==> config.mk <==
export PLATFORM = sky130hd
export DESIGN_NAME = string_to_integer_parser
export DESIGN_NICKNAME = d
export VERILOG_FILES = /design/src/rtl/stoi_pkg.sv /design/src/rtl/stoi_next.sv /design/src/rtl/string_to_integer_parser.sv
export VERILOG_INCLUDE_DIRS = /design/src /design/src/rtl
export SDC_FILE = /design/constraint.sdc
export NUM_CORES = 1
export LEC_CHECK = 0
export BUFFER_PORTS_ARGS = -buffer_cell sky130_fd_sc_hd__buf_2
export CAP_MARGIN = 25
export CORE_MARGIN = 4
export CORE_UTILIZATION = 50
export DETAILED_ROUTE_END_ITERATION = 8
export GPL_TIMING_DRIVEN = 0
export PLACE_DENSITY = 0.67
export SETUP_SLACK_MARGIN = 0.3
export SYNTH_ARGS = -nofsm -noshare
export SYNTH_HDL_FRONTEND = slang
export SYNTH_SLANG_ARGS = --single-unit
export TNS_END_PERCENT = 1
==> constraint.sdc <==
create_clock -name clk -period 10.8 [get_ports clk]
set_input_delay 0 -clock clk [delete_from_list [all_inputs] [get_ports clk]]
set_output_delay 0 -clock clk [all_outputs]
set_load 0.05 [all_outputs]
==> src/rtl/string_to_integer_parser_assert.svh <==
// Assertion macros used by the parser top level.
`ifndef STRING_TO_INTEGER_PARSER_ASSERT_SVH
`define STRING_TO_INTEGER_PARSER_ASSERT_SVH

// Same-cycle implication, sampled on clk, masked while rst is high.
`define STOI_ASSERT_NOW(lbl, ante, cons) \
  lbl: assert property (@(posedge clk) disable iff (rst) (ante) |-> (cons)) \
    else $error("parser assertion failed");

// Next-cycle implication, sampled on clk, masked while rst is high.
`define STOI_ASSERT_NEXT(lbl, ante, cons) \
  lbl: assert property (@(posedge clk) disable iff (rst) (ante) |=> (cons)) \
    else $error("parser assertion failed");

`endif

==> src/rtl/stoi_pkg.sv <==
// Package with types and constants for the string to integer parser.
package stoi_pkg;

  localparam int COUNT_BITS = 16;
  localparam int BASE_BITS  = 6;
  localparam int VALUE_BITS = 64;
  localparam int CONS_BITS  = 16;

  localparam logic [COUNT_BITS-1:0] COUNT_MAX = {COUNT_BITS{1'b1}};

  localparam logic [7:0] CH_SPACE = 8'h20;
  localparam logic [7:0] CH_TAB   = 8'h09;
  localparam logic [7:0] CH_PLUS  = 8'h2B;
  localparam logic [7:0] CH_MINUS = 8'h2D;
  localparam logic [7:0] CH_ZERO  = 8'h30;
  localparam logic [7:0] CH_NINE  = 8'h39;
  localparam logic [7:0] CH_X     = 8'h78;
  localparam logic [7:0] CH_LA    = 8'h61;
  localparam logic [7:0] CH_LZ    = 8'h7A;
  localparam logic [7:0] CH_UA    = 8'h41;
  localparam logic [7:0] CH_UZ    = 8'h5A;

  localparam logic [BASE_BITS-1:0] BASE_AUTO = 6'd0;
  localparam logic [BASE_BITS-1:0] BASE_OCT  = 6'd8;
  localparam logic [BASE_BITS-1:0] BASE_DEC  = 6'd10;
  localparam logic [BASE_BITS-1:0] BASE_HEX  = 6'd16;

  typedef enum logic [2:0] {
    PH_IDLE,
    PH_LEAD,
    PH_PREFIX,
    PH_PENDZ,
    PH_DIGITS
  } phase_t;

  typedef struct packed {
    phase_t                  phase;
    logic [VALUE_BITS-1:0]   acc;
    logic                    neg;
    logic [BASE_BITS-1:0]    base;
    logic [COUNT_BITS-1:0]   cnt;
  } parse_state_t;

  typedef struct packed {
    logic                    emit;
    logic [VALUE_BITS-1:0]   value;
    logic [CONS_BITS-1:0]    consumed;
  } parse_result_t;

endpackage

==> src/rtl/stoi_next.sv <==
// Next-state and result logic for one character of the parser.
module stoi_next (
  input  stoi_pkg::parse_state_t  cur,
  input  logic [7:0]              ch,
  input  logic                    start_req,
  input  logic [5:0]              radix,
  output stoi_pkg::parse_state_t  nxt,
  output stoi_pkg::parse_result_t res
);
  import stoi_pkg::*;

  logic                  alnum;
  logic [BASE_BITS-1:0]  dig;

  always_comb begin
    alnum = 1'b1;
    dig   = '0;
    if (ch inside {[CH_ZERO:CH_NINE]}) begin
      dig = BASE_BITS'(ch - CH_ZERO);
    end else if (ch inside {[CH_LA:CH_LZ]}) begin
      dig = BASE_BITS'(ch - CH_LA + 8'd10);
    end else if (ch inside {[CH_UA:CH_UZ]}) begin
      dig = BASE_BITS'(ch - CH_UA + 8'd10);
    end else begin
      alnum = 1'b0;
    end
  end

  always_comb begin
    parse_state_t                     st;
    logic                             do_prefix;
    logic                             do_pendz;
    logic                             do_digit;
    logic                             bump;
    logic [VALUE_BITS+BASE_BITS-1:0]  prod;

    st        = cur;
    do_prefix = 1'b0;
    do_pendz  = 1'b0;
    do_digit  = 1'b0;
    bump      = 1'b0;
    res.emit  = 1'b0;

    if (start_req) begin
      st.phase = PH_LEAD;
      st.acc   = '0;
      st.neg   = 1'b0;
      st.base  = radix;
      st.cnt   = '0;
    end

    case (st.phase)
      PH_IDLE: begin
      end
      PH_LEAD: begin
        if (ch == CH_SPACE || ch == CH_TAB) begin
          bump = 1'b1;
        end else if (ch == CH_PLUS) begin
          st.phase = PH_PREFIX;
          bump     = 1'b1;
        end else if (ch == CH_MINUS) begin
          st.phase = PH_PREFIX;
          st.neg   = 1'b1;
          bump     = 1'b1;
        end else begin
          do_prefix = 1'b1;
        end
      end
      PH_PREFIX: do_prefix = 1'b1;
      PH_PENDZ:  do_pendz  = 1'b1;
      PH_DIGITS: do_digit  = 1'b1;
      default:   st.phase  = PH_IDLE;
    endcase

    if (do_prefix) begin
      if ((st.base == BASE_AUTO || st.base == BASE_HEX) && ch == CH_ZERO) begin
        // The zero may open a hex prefix, so the decision waits a character.
        st.phase = PH_PENDZ;
        bump     = 1'b1;
      end else begin
        if (st.base == BASE_AUTO) begin
          st.base = BASE_DEC;
        end
        do_digit = 1'b1;
      end
    end

    if (do_pendz) begin
      if (ch == CH_X) begin
        st.base  = BASE_HEX;
        st.phase = PH_DIGITS;
        bump     = 1'b1;
      end else begin
        if (st.base == BASE_AUTO) begin
          st.base = BASE_OCT;
        end
        do_digit = 1'b1;
      end
    end

    prod = {{BASE_BITS{1'b0}}, st.acc} * {{VALUE_BITS{1'b0}}, st.base};

    res.value    = st.neg ? (~st.acc + 1'b1) : st.acc;
    res.consumed = CONS_BITS'(st.cnt);

    if (do_digit) begin
      if (alnum && dig < st.base) begin
        st.phase = PH_DIGITS;
        st.acc   = prod[VALUE_BITS-1:0] + {{(VALUE_BITS-BASE_BITS){1'b0}}, dig};
        bump     = 1'b1;
      end else begin
        res.emit = 1'b1;
        st.phase = PH_IDLE;
      end
    end

    if (bump && st.cnt != COUNT_MAX) begin
      st.cnt = st.cnt + 1'b1;
    end

    nxt = st;
  end

endmodule

==> src/rtl/string_to_integer_parser.sv <==
// Top level of the streaming string to integer parser.
//
//  group    role    payload (low bit first)
//  s_axis   in      tdata[7:0] ch, tuser start_req
//  m_axis   out     tdata[63:0] value, tdata[79:64] consumed
//  cfg      write   cfg_data[5:0] radix
//
// A result appears in the cycle after the character that ends the string.
// The 64 by 6 multiply-accumulate on the accumulator sets the clock period.
// Reset clears the parser to idle and the radix to automatic. One character
// is taken each cycle but while a result waits unaccepted the input is held;
// when the result is taken in the same cycle the next character flows on.
module string_to_integer_parser (
  input  logic         clk,
  input  logic         rst,
  input  logic         s_axis_tvalid,
  output logic         s_axis_tready,
  input  logic [7:0]   s_axis_tdata,   // [7:0] ch
  input  logic         s_axis_tuser,   // [0] start_req
  output logic         m_axis_tvalid,
  input  logic         m_axis_tready,
  output logic [79:0]  m_axis_tdata,   // [63:0] value, [79:64] consumed
  input  logic         cfg_valid,
  output logic         cfg_ready,
  input  logic [5:0]   cfg_data
);
  import stoi_pkg::*;

  parse_state_t         state;
  parse_state_t         state_next;
  parse_result_t        res;
  logic [BASE_BITS-1:0] radix;
  logic                 accept;

  assign cfg_ready     = 1'b1;
  assign s_axis_tready = !m_axis_tvalid || m_axis_tready;
  assign accept        = s_axis_tvalid && s_axis_tready;

  stoi_next u_next (
    .cur       (state),
    .ch        (s_axis_tdata),
    .start_req (s_axis_tuser),
    .radix     (radix),
    .nxt       (state_next),
    .res       (res)
  );

  always_ff @(posedge clk) begin
    if (rst) begin
      radix <= BASE_AUTO;
    end else if (cfg_valid && cfg_ready) begin
      radix <= cfg_data;
    end
  end

  always_ff @(posedge clk) begin
    if (rst) begin
      state.phase <= PH_IDLE;
      state.acc   <= '0;
      state.neg   <= 1'b0;
      state.base  <= '0;
      state.cnt   <= '0;
    end else if (accept) begin
      state <= state_next;
    end
  end

  always_ff @(posedge clk) begin
    if (rst) begin
      m_axis_tvalid <= 1'b0;
    end else if (accept && res.emit) begin
      m_axis_tvalid <= 1'b1;
    end else if (m_axis_tready) begin
      m_axis_tvalid <= 1'b0;
    end
  end

  always_ff @(posedge clk) begin
    if (accept && res.emit) begin
      m_axis_tdata <= {res.consumed, res.value};
    end
  end

`include "string_to_integer_parser_assert.svh"

  // A result only ever follows an accepted character transaction.
  `STOI_ASSERT_NOW(a_result_from_input, $rose(m_axis_tvalid), $past(accept))
  // The terminating character always returns the parser to idle.
  `STOI_ASSERT_NEXT(a_idle_after_emit, accept && res.emit, state.phase == PH_IDLE)
  // A start that does not end at once leaves a string in progress.
  `STOI_ASSERT_NEXT(a_start_active, accept && s_axis_tuser && !res.emit,
                    state.phase != PH_IDLE)

endmodule
* Yosys cells after proc, flatten, opt, wreduce, memory -nomap -nowiden
Cells that the tools add are included.
** Word-level totals
- Bits in registers :: 177
- Input port bits :: 20
- Output and inout port bits :: 83
- Logic and storage cells :: 108
** Cells by class
- Add/sub/neg operators :: 8
- Multipliers :: 1
- Order comparisons :: 7
- Eq/ne operators :: 12
- Mux-type cells :: 54
- Bitwise logic cells :: 1
- Reduce and logical (&&, ||, !) cells :: 17
** Operators by type and width (count)
- $mux 64 :: 2
- $mux 90 :: 1
- $mux 67 :: 1
- $add 64x1->64 const B :: 1
- $add 64x6->64 :: 1
- $mul 64x6->64 :: 1
- $not 64->64 :: 1
- $mux 6 :: 9
- $eq 8x6->1 const B :: 4
- $mux 1 :: 30
- $mux 3 :: 8
- $add 16x1->16 const B :: 1
- $ge 8x7->1 const B :: 2
- $le 8x7->1 const B :: 2
- $mux 16 :: 1
- $ne 16x16->1 const B :: 1
- $add 6x4->6 const B :: 2
- $logic_not 6->1 :: 2
- $sub 6x6->6 const B :: 2
- $eq 8x4->1 const B :: 1
- $eq 8x7->1 const B :: 1
- $ge 8x6->1 const B :: 1
- $le 8x6->1 const B :: 1
- $logic_and 1x1->1 :: 8
- 13 further kinds :: 16

* Logic depth before layout (Yosys ltp)
Gate-level depths: netlist (run 1).
- Word-level depth :: 16
- Depth in mapped cells :: 29
- Gate-level depth less buffers :: 27

* Hierarchy
A second synthesis (run 1) with hierarchy kept.
** Second synthesis, totals
- Cells, all modules :: 2563
- Area total of the unflattened synthesis :: 22305.1 sq um
** Modules (own cells, without submodules)
- stoi_next :: instances 1, cells an instance 2046, area an instance 15304.7 sq um, seq. area each 0.0 sq um
- string_to_integer_parser :: instances 1, cells an instance 517, area an instance 7000.5 sq um, seq. area each 4344.2 sq um

* Worst setup path after synthesis (run 1)
No wires, ideal clock.
- Kind :: register to register
- Start point :: register state[16] (netlist bit)
- End point :: register m_axis_tdata[0] (enable)
- Library setup time :: 519 ps
- Data arrival time :: 6570 ps
- Path slack :: 3711 ps
- Cell stages (with the launch flop) :: 17
- Path buffers :: 2
- Cell sequence :: dfxtp_1 -> or4_1 -> or3_1 -> a21boi_0 -> a21oi_1 -> and2_1 -> clkbuf_1 -> inv_2 -> clkbuf_1 -> ha_1 -> a21o_1 -> a21o_1 -> a21o_1 -> a21oi_1 -> o31ai_1 -> nor2_1 -> nor2_1
** Between the ends
- Cells in the longest elaborated chain, start to end :: 15
** RTL lines
- start, declared :: RTL line string_to_integer_parser.sv:29 : parse_state_t state;
- start signal, assigned :: RTL line string_to_integer_parser.sv:64 : state <= state_next;
- $mux 90 * :: RTL line stoi_next.sv:44 : if (start_req) begin
- $eq 6x5->1 or $logic_not 6->1 (tied branches) :: RTL line stoi_next.sv:76, stoi_next.sv:81
- $logic_or 1x1->1 :: RTL line stoi_next.sv:76 : if ((st.base == BASE_AUTO || st.base == BASE_HEX) && ch == CH_ZERO) begin
- $logic_and 1x1->1 :: RTL line stoi_next.sv:76
- $mux 6 :: RTL line stoi_next.sv:76
- $mux 6 :: RTL line stoi_next.sv:75 : if (do_prefix) begin
- $logic_not 6->1 :: RTL line stoi_next.sv:94 : if (st.base == BASE_AUTO) begin
- $mux 6 :: RTL line stoi_next.sv:94
- $mux 6 :: RTL line stoi_next.sv:89 : if (ch == CH_X) begin
- $mux 6 :: RTL line stoi_next.sv:88 : if (do_pendz) begin
- $lt 6x6->1 :: RTL line stoi_next.sv:107 : if (alnum && dig < st.base) begin
- $logic_and 1x1->1 :: RTL line stoi_next.sv:107
- $mux 1 :: RTL line stoi_next.sv:107
- $mux 1 * :: RTL line stoi_next.sv:106 : if (do_digit) begin
- $logic_and 1x1->1 * :: RTL line string_to_integer_parser.sv:79 : if (accept && res.emit) begin
- end signal, assigned :: RTL line string_to_integer_parser.sv:80 : m_axis_tdata <= {res.consumed, res.value};
- end, declared :: RTL line string_to_integer_parser.sv:22 : output logic [79:0] m_axis_tdata,
Mark *: on every way between the ends. The rest lies on a longest branch, timed or not.
A chain may end at the register's enable or synchronous reset.

* Final worst setup path (run 1)
- Start point :: input port s_axis_tuser
- End point :: register state[79] (netlist bit)
** Between the ends
- Cells in the longest elaborated chain, start to end :: 14
** RTL lines
- start, declared :: RTL line string_to_integer_parser.sv:19 : input logic s_axis_tuser,
- $mux 90 * :: RTL line stoi_next.sv:44
- $eq 6x5->1 or $logic_not 6->1 (tied branches) :: RTL line stoi_next.sv:76, stoi_next.sv:81
- $logic_or 1x1->1 :: RTL line stoi_next.sv:76
- $logic_and 1x1->1 :: RTL line stoi_next.sv:76
- $mux 6 :: RTL line stoi_next.sv:76
- $mux 6 :: RTL line stoi_next.sv:75
- $logic_not 6->1 :: RTL line stoi_next.sv:94
- $mux 6 :: RTL line stoi_next.sv:94
- $mux 6 :: RTL line stoi_next.sv:89
- $mux 6 :: RTL line stoi_next.sv:88
- $mul 64x6->64 or $lt 6x6->1 (tied branches) :: RTL line stoi_next.sv:101, stoi_next.sv:107
- $add 64x6->64 or $logic_and 1x1->1 (tied branches) :: RTL line stoi_next.sv:109, stoi_next.sv:107
- $mux 64 :: RTL line stoi_next.sv:107
- $mux 67 * :: RTL line stoi_next.sv:106
Marks and branches as above.

==> flow_summary.json, run 1 <==
{
  "num-fill-cells": 3957,
  "ir_drop_uv": 70.8,
  "post-place-ws_ps": 1160,
  "cts_made_buffers": 17,
  "final_layout_size_suffix_gt1_share_pct": 7.52,
  "cp-end-kind": "register",
  "cts.sinks": 177,
  "ys_seq_area_share_pct": 20.8,
  "ys_ff_latch": 177,
  "synth_commonest_cells": "nor2_1, fa_1, nand2_1",
  "final.setup_skew_ps": 16.9,
  "post-route-drc-count": 0,
  "synth_top_area_share_pct": 23.0,
  "wl_um": 72600,
  "rows": 74,
  "dp_hpwl_um": 57000,
  "wl_per_cell_um": 22.8,
  "yosys_most_used_dff": "dfxtp_1",
  "cts_root_buf": "clkbuf_16",
  "dp.cells": 3132,
  "relSlewSlack_pct": 26.5,
  "synthCells": 2496,
  "worst_setup_path_start_kind": "input port",
  "design_area_mm2": 0.0229,
  "critPathMaxFanout": 10,
  "fin_crit_ps": 9520,
  "instances_no_fill": 3180,
  "maxCapViolations": 0,
  "first_global_vias": 19500,
  "start_util_pct": 50.8,
  "first_iter_violations": 2415,
  "arrival_ps": 9890,
  "numPortBuffers": 99,
  "die_w_um": 212,
  "layout.nets": 3039,
  "yosys.area.top_type": "fa_1",
  "synth-edff-count": 80,
  "hold_class": "in2reg",
  "ant_nets": 0,
  "htree_levels": 4,
  "overflow": 0,
  "critPathKind": "in2reg",
  "final_max_slew_viol_count": 0,
  "async_flop_share_pct": 0,
  "synth_area_mm2": 0.0209,
  "cts_tree": "built",
  "setup_ws_ps": 1280,
  "worstPathRequired_ps": 11170,
  "core_mm2": 0.0411,
  "worstSkewPairLatency_ps": 480,
  "num_io_pins": 103,
  "antenna_found_initial": 0,
  "drt-vias-per-instance": 6.27,
  "setup_violations": 0,
  "clkTransAtPathRegs_ps": 80,
  "synth.top_cells.by_area": "fa_1, edfxtp_1, dfxtp_1",
  "dieArea_mm2": 0.0451,
  "status": "complete, no violations",
  "cts_max_path_buffers": 2,
  "synth_fp_nets": 2901,
  "p_per_area_mw_per_mm2": 75.3,
  "num_vias": 19900,
  "gp_congestion": 0.996,
  "grt_pass1_wl_um": 113000,
  "ys_types": 84,
  "grt_max_degree": 38,
  "die_h_um": 212,
  "tightest_slew_ps": 1100,
  "whs_ps": 31.2,
  "hold_violations": 0,
  "firstDrtPassIters": 6,
  "grt_usage_pct": 32.4,
  "cts_setup_buffers": 0,
  "yosysMostFrequentCell": "nor2_1",
  "p_total_mw": 1.73,
  "min_period_over_period_pct": 88.1,
  "max_freq_mhz": 105,
  "place_area_mm2": 0.0221,
  "synth_area_per_cell_um2": 8.37,
  "rsz0062_at_grt": "no",
  "area_growth_pct": 9.66,
  "leakage_nw": 10.2,
  "yosysWarnings": 0
}
-- report_power, final --
part           switching, mW  internal [mW]
combinational          0.264         0.0658
sequential           0.00908          0.725
clock                  0.336          0.326
total                  0.610           1.12
-- final timing paths --
| kind | startpoint | endpoint | slack [ps] | depth (start not counted) |
|---|---|---|---|---|
| setup / recovery | s_axis_tuser | state[79] | 1280 | 27 |
| setup reg to reg | state[17] | state[79] | 1660 | 24 |
| hold / removal | cfg_valid | radix[1] | 30 | 3 |
| hold reg to reg | state[60] | state[60] | 470 | 2 |
-- kinds of logic (layout without fill, tap and decap cells) --
family / count (synthesis) / after routing / share of synthesized area [%]
simple gates: 1070 / 1070 / 23.3
compound gates: 506 / 506 / 15.0
fa+ha+maj: 385 / 385 / 31.7
buf+inv: 251 / 402 / 4.65
flops: 177 / 177 / 20.8
xor+xnor: 88 / 88 / 3.69
mux: 18 / 18 / 0.904
other cells: 1 / 2 / 0.0179
-- stage by stage --
step           utilization, %  setup TNS [ps]
2_1_floorplan               -               0
4_1_cts                  55.7               0
3_5_place_dp             53.9               0
3_3_place_gp             53.7          -18710
6_report                 55.7               0
5_1_grt                  55.7               0
-- cells in the final DEF (no fill, tap or decap), types with 17 or more instances in the layout --
cell type  synthesis  layout
nor2b_1           33      33
o21a_1            17      17
buf_2             15     115
fa_1             240     240
o21ai_0           89      89
o22ai_1           20      20
buf_1             26      26
a21oi_1          203     203
edfxtp_1          80      80
nor3_1            67      67
or2_2             18      18
ha_1             145     145
nand3_1          100     100
inv_1            103     103
a31oi_1           29      29
and3_1            30      30
nand4_1           31      31
clkbuf_16          0      18
clkbuf_1         102     103
a21o_1            25      25
dfxtp_1           97      97
nor2_1           454     453
nand2_1          233     233
xnor2_1           52      52
xor2_1            36      36
-- layout make-up --
cell class,instances,area [um2],area share (%)
timing repair buffer,119,724,3.16
clock buffer,19,454,1.98
multi-input combinational,2068,15600,68.0
clock inverter,13,160,0.699
sequential,177,4340,19.0
antenna,1,2.50,0.0109
tap,532,666,2.90
inverter,106,398,1.74
buffer,145,574,2.51
-- worst max-delay path, stage by stage --
cell and delay (ps):
buf_2 110, buf_2 250, clkbuf_1 520, buf_2 430, buf_1 730, buf_1 580
a31oi_1 80, a22o_1 210, clkbuf_1 330, inv_2 430, clkbuf_1 470, nor2_1 150
fa_1 600, fa_1 450, fa_1 490, ha_1 320, ha_1 280, clkbuf_1 270
nand2_1 170, nor3_1 620, nand3_1 330, nor3_1 600, o31ai_1 250, o211ai_1 470
a41oi_1 220, and3_1 220, a211o_1 270
-- per-layer routing --
layer	vias up	global-route usage [%]	share of wire, %
met1	9798	44.9	42
met4	0	13.9	4.5
li1	8901	-	-
met5	-	0	0
met2	1068	50.8	45
met3	167	5.19	8.6
-- registers in the layout, summed over array words and instances, names as in the netlist --
name,flops
state,90
m_axis_tdata,80
radix,6
m_axis_tvalid,1
-- timing repair --
item                      CTS  global route
hold buffers               12             0
gates resized for setup     0             0
hold endpoints to repair    7             0
Power figures use the tool's default switching activity.
==> inputs of run 2 (changes only) <==
- SYNTH_HIERARCHICAL: default -> 1
==> flow_summary.json, run 2 <==
{
  "status": "complete, no violations",
  "topRoutingLayerUsed": "met5",
  "numPortBuffers": 97,
  "gp_congestion": 0.967,
  "cts_tree": "built",
  "instances_no_fill": 3301,
  "rows": 77,
  "grt_max_degree": 36,
  "start_util_pct": 50.6,
  "area_growth_pct": 8.89,
  "cts.sinks": 177,
  "final.setup_skew_ps": 11.0,
  "setup_ws_ps": 904,
  "yosys.area.top_type": "fa_1",
  "dp.cells": 3255,
  "htree_levels": 4,
  "grt_usage_pct": 30.2,
  "die_h_um": 219,
  "leakage_nw": 10.5,
  "top_regs": "state: 90 flops, m_axis_tdata: 80 flops, radix: 6 flops",
  "synth.top_cells.by_area": "fa_1, edfxtp_1, dfxtp_1",
  "critPathMaxFanout": 10,
  "fin_crit_ps": 9900,
  "cts_made_buffers": 17,
  "dp_hpwl_um": 57300,
  "drt-vias-per-instance": 6.14,
  "synth_area_per_cell_um2": 8.70,
  "setup_violations": 0,
  "core_mm2": 0.0441,
  "synth_top_area_share_pct": 21.5,
  "overflow": 0,
  "async_flop_share_pct": 0,
  "worstSkewPairLatency_ps": 470,
  "synth-edff-count": 80,
  "post-route-drc-count": 0,
  "critPathKind": "in2reg",
  "clkTransAtPathRegs_ps": 80,
  "min_period_over_period_pct": 91.6,
  "mostFrequentLayoutCells": "nor2_1, fa_1, nand2_1",
  "largest_register_ffs": 90,
  "hold_violations": 0,
  "ys_ff_latch": 177,
  "dieArea_mm2": 0.0481,
  "first_iter_violations": 2169,
  "worstPathRequired_ps": 11200,
  "ys_seq_area_share_pct": 19.5,
  "num_vias": 20300,
  "rsz0062_at_grt": "no",
  "hold_class": "in2reg",
  "yosysMostFrequentCell": "nor2_1",
  "wl_um": 72300,
  "wl_met2_um": 32200,
  "maxCapViolations": 0,
  "cp-end-kind": "register",
  "post-place-ws_ps": 687,
  "tightest_slew_ps": 1080,
  "relSlewSlack_pct": 27.8,
  "ir_drop_uv": 118,
  "cts_root_buf": "clkbuf_16",
  "arrival_ps": 10300,
  "largest-register": "state",
  "firstDrtPassIters": 6,
  "drt-met1-wl_um": 30700,
  "route.met3.wl_um": 6750,
  "layout.nets": 3100,
  "ctsHoldBuffers": 12,
  "n_antenna_cell": 0,
  "yosysWarnings": 6,
  "antenna_found_initial": 2,
  "num_io_pins": 103,
  "p_per_area_mw_per_mm2": 70.4,
  "wl_per_cell_um": 21.9,
  "ant_nets": 0,
  "yosys_most_used_dff": "dfxtp_1",
  "synth_commonest_cells": "nor2_1, fa_1, nand2_1",
  "synthCells": 2563,
  "final_max_slew_viol_count": 0,
  "synth_fp_nets": 2967,
  "worst_setup_path_start_kind": "input port",
  "cts_setup_buffers": 0,
  "first_global_vias": 19800,
  "layout_commonest_cell": "nor2_1",
  "ys_types": 91,
  "grt_pass1_wl_um": 113000,
  "cts_max_path_buffers": 2,
  "max_freq_mhz": 101,
  "cts.repair.resized": 0,
  "synth_area_mm2": 0.0223,
  "finalSetupTns_ps": 0,
  "die_w_um": 219,
  "final_layout_size_suffix_gt1_share_pct": 11.1
}
## run 2: final timing paths
path                                    from        end  slack (ps)  cells after the start
worst max-delay path            s_axis_tuser  state[83]         900                     27
worst min-delay path                     rst   state[1]          30                      3
worst max register to register     state[21]  state[83]        1390                     25
worst min register to register     state[79]  state[79]         470                      2
## run 2: power by group
part / total (mW) / switching (mW) / internal [mW]
combinational: 0.352 / 0.265 / 0.0870
sequential: 0.731 / 0.00809 / 0.723
clock: 0.627 / 0.297 / 0.330
## run 2: worst max-delay path, stage by stage
cell,delay (ps)
clkbuf_1,370
buf_2,420
buf_2,370
buf_1,560
buf_1,730
mux2i_1,250
and2_1,160
clkbuf_1,660
buf_1,570
nor2_1,150
fa_1,520
fa_1,520
fa_1,490
ha_1,300
ha_1,270
clkbuf_1,340
a21oi_1,170
o21ai_0,350
a211oi_1,160
a221oi_1,530
a41oi_1,350
o41ai_1,780
o21ai_0,420
and3_1,290
o31ai_1,310
nand4b_1,160
o21ai_2,80
## run 2: metrics by stage
stage	area (um2)	power (mW)	hold WS (ps)	util [%]
6_report	24300	1.71	33.6	55.0
5_1_grt	24300	1.76	17.6	55.0
4_1_cts	24300	1.71	11.3	55.0
3_5_place_dp	23600	1.09	268	53.5
3_3_place_gp	23500	1.08	263	53.3
2_1_floorplan	22300	0.977	147	-
## run 2: cell families (layout without fill, tap and decap cells)
group           after synthesis  in the layout  share of synthesized area, %
buf+inv                     268            414                          5.49
xor+xnor                    128            128                          5.09
compound gates              483            483                          14.8
fa+ha+maj                   384            384                          29.6
mux                          28             28                          1.32
simple gates               1094           1094                          24.2
flops                       177            177                          19.5
other cells                   1              1                        0.0168
## run 2: area by class of cell
class	instances	area [um2]
fillers	4191	19800
multi-input cells	2118	16700
flip-flops and latches	177	4340
plain buffers	165	838
well taps	592	741
repair buffers	114	669
clock buffers	20	447
inverters	103	387
clock inverters	12	119
## run 2: per-layer routing
metal,up-vias,GRT usage [%]
met5,-,0
met4,4,10.6
met3,173,5.72
met2,976,47.2
met1,10000,42.3
li1,9109,-
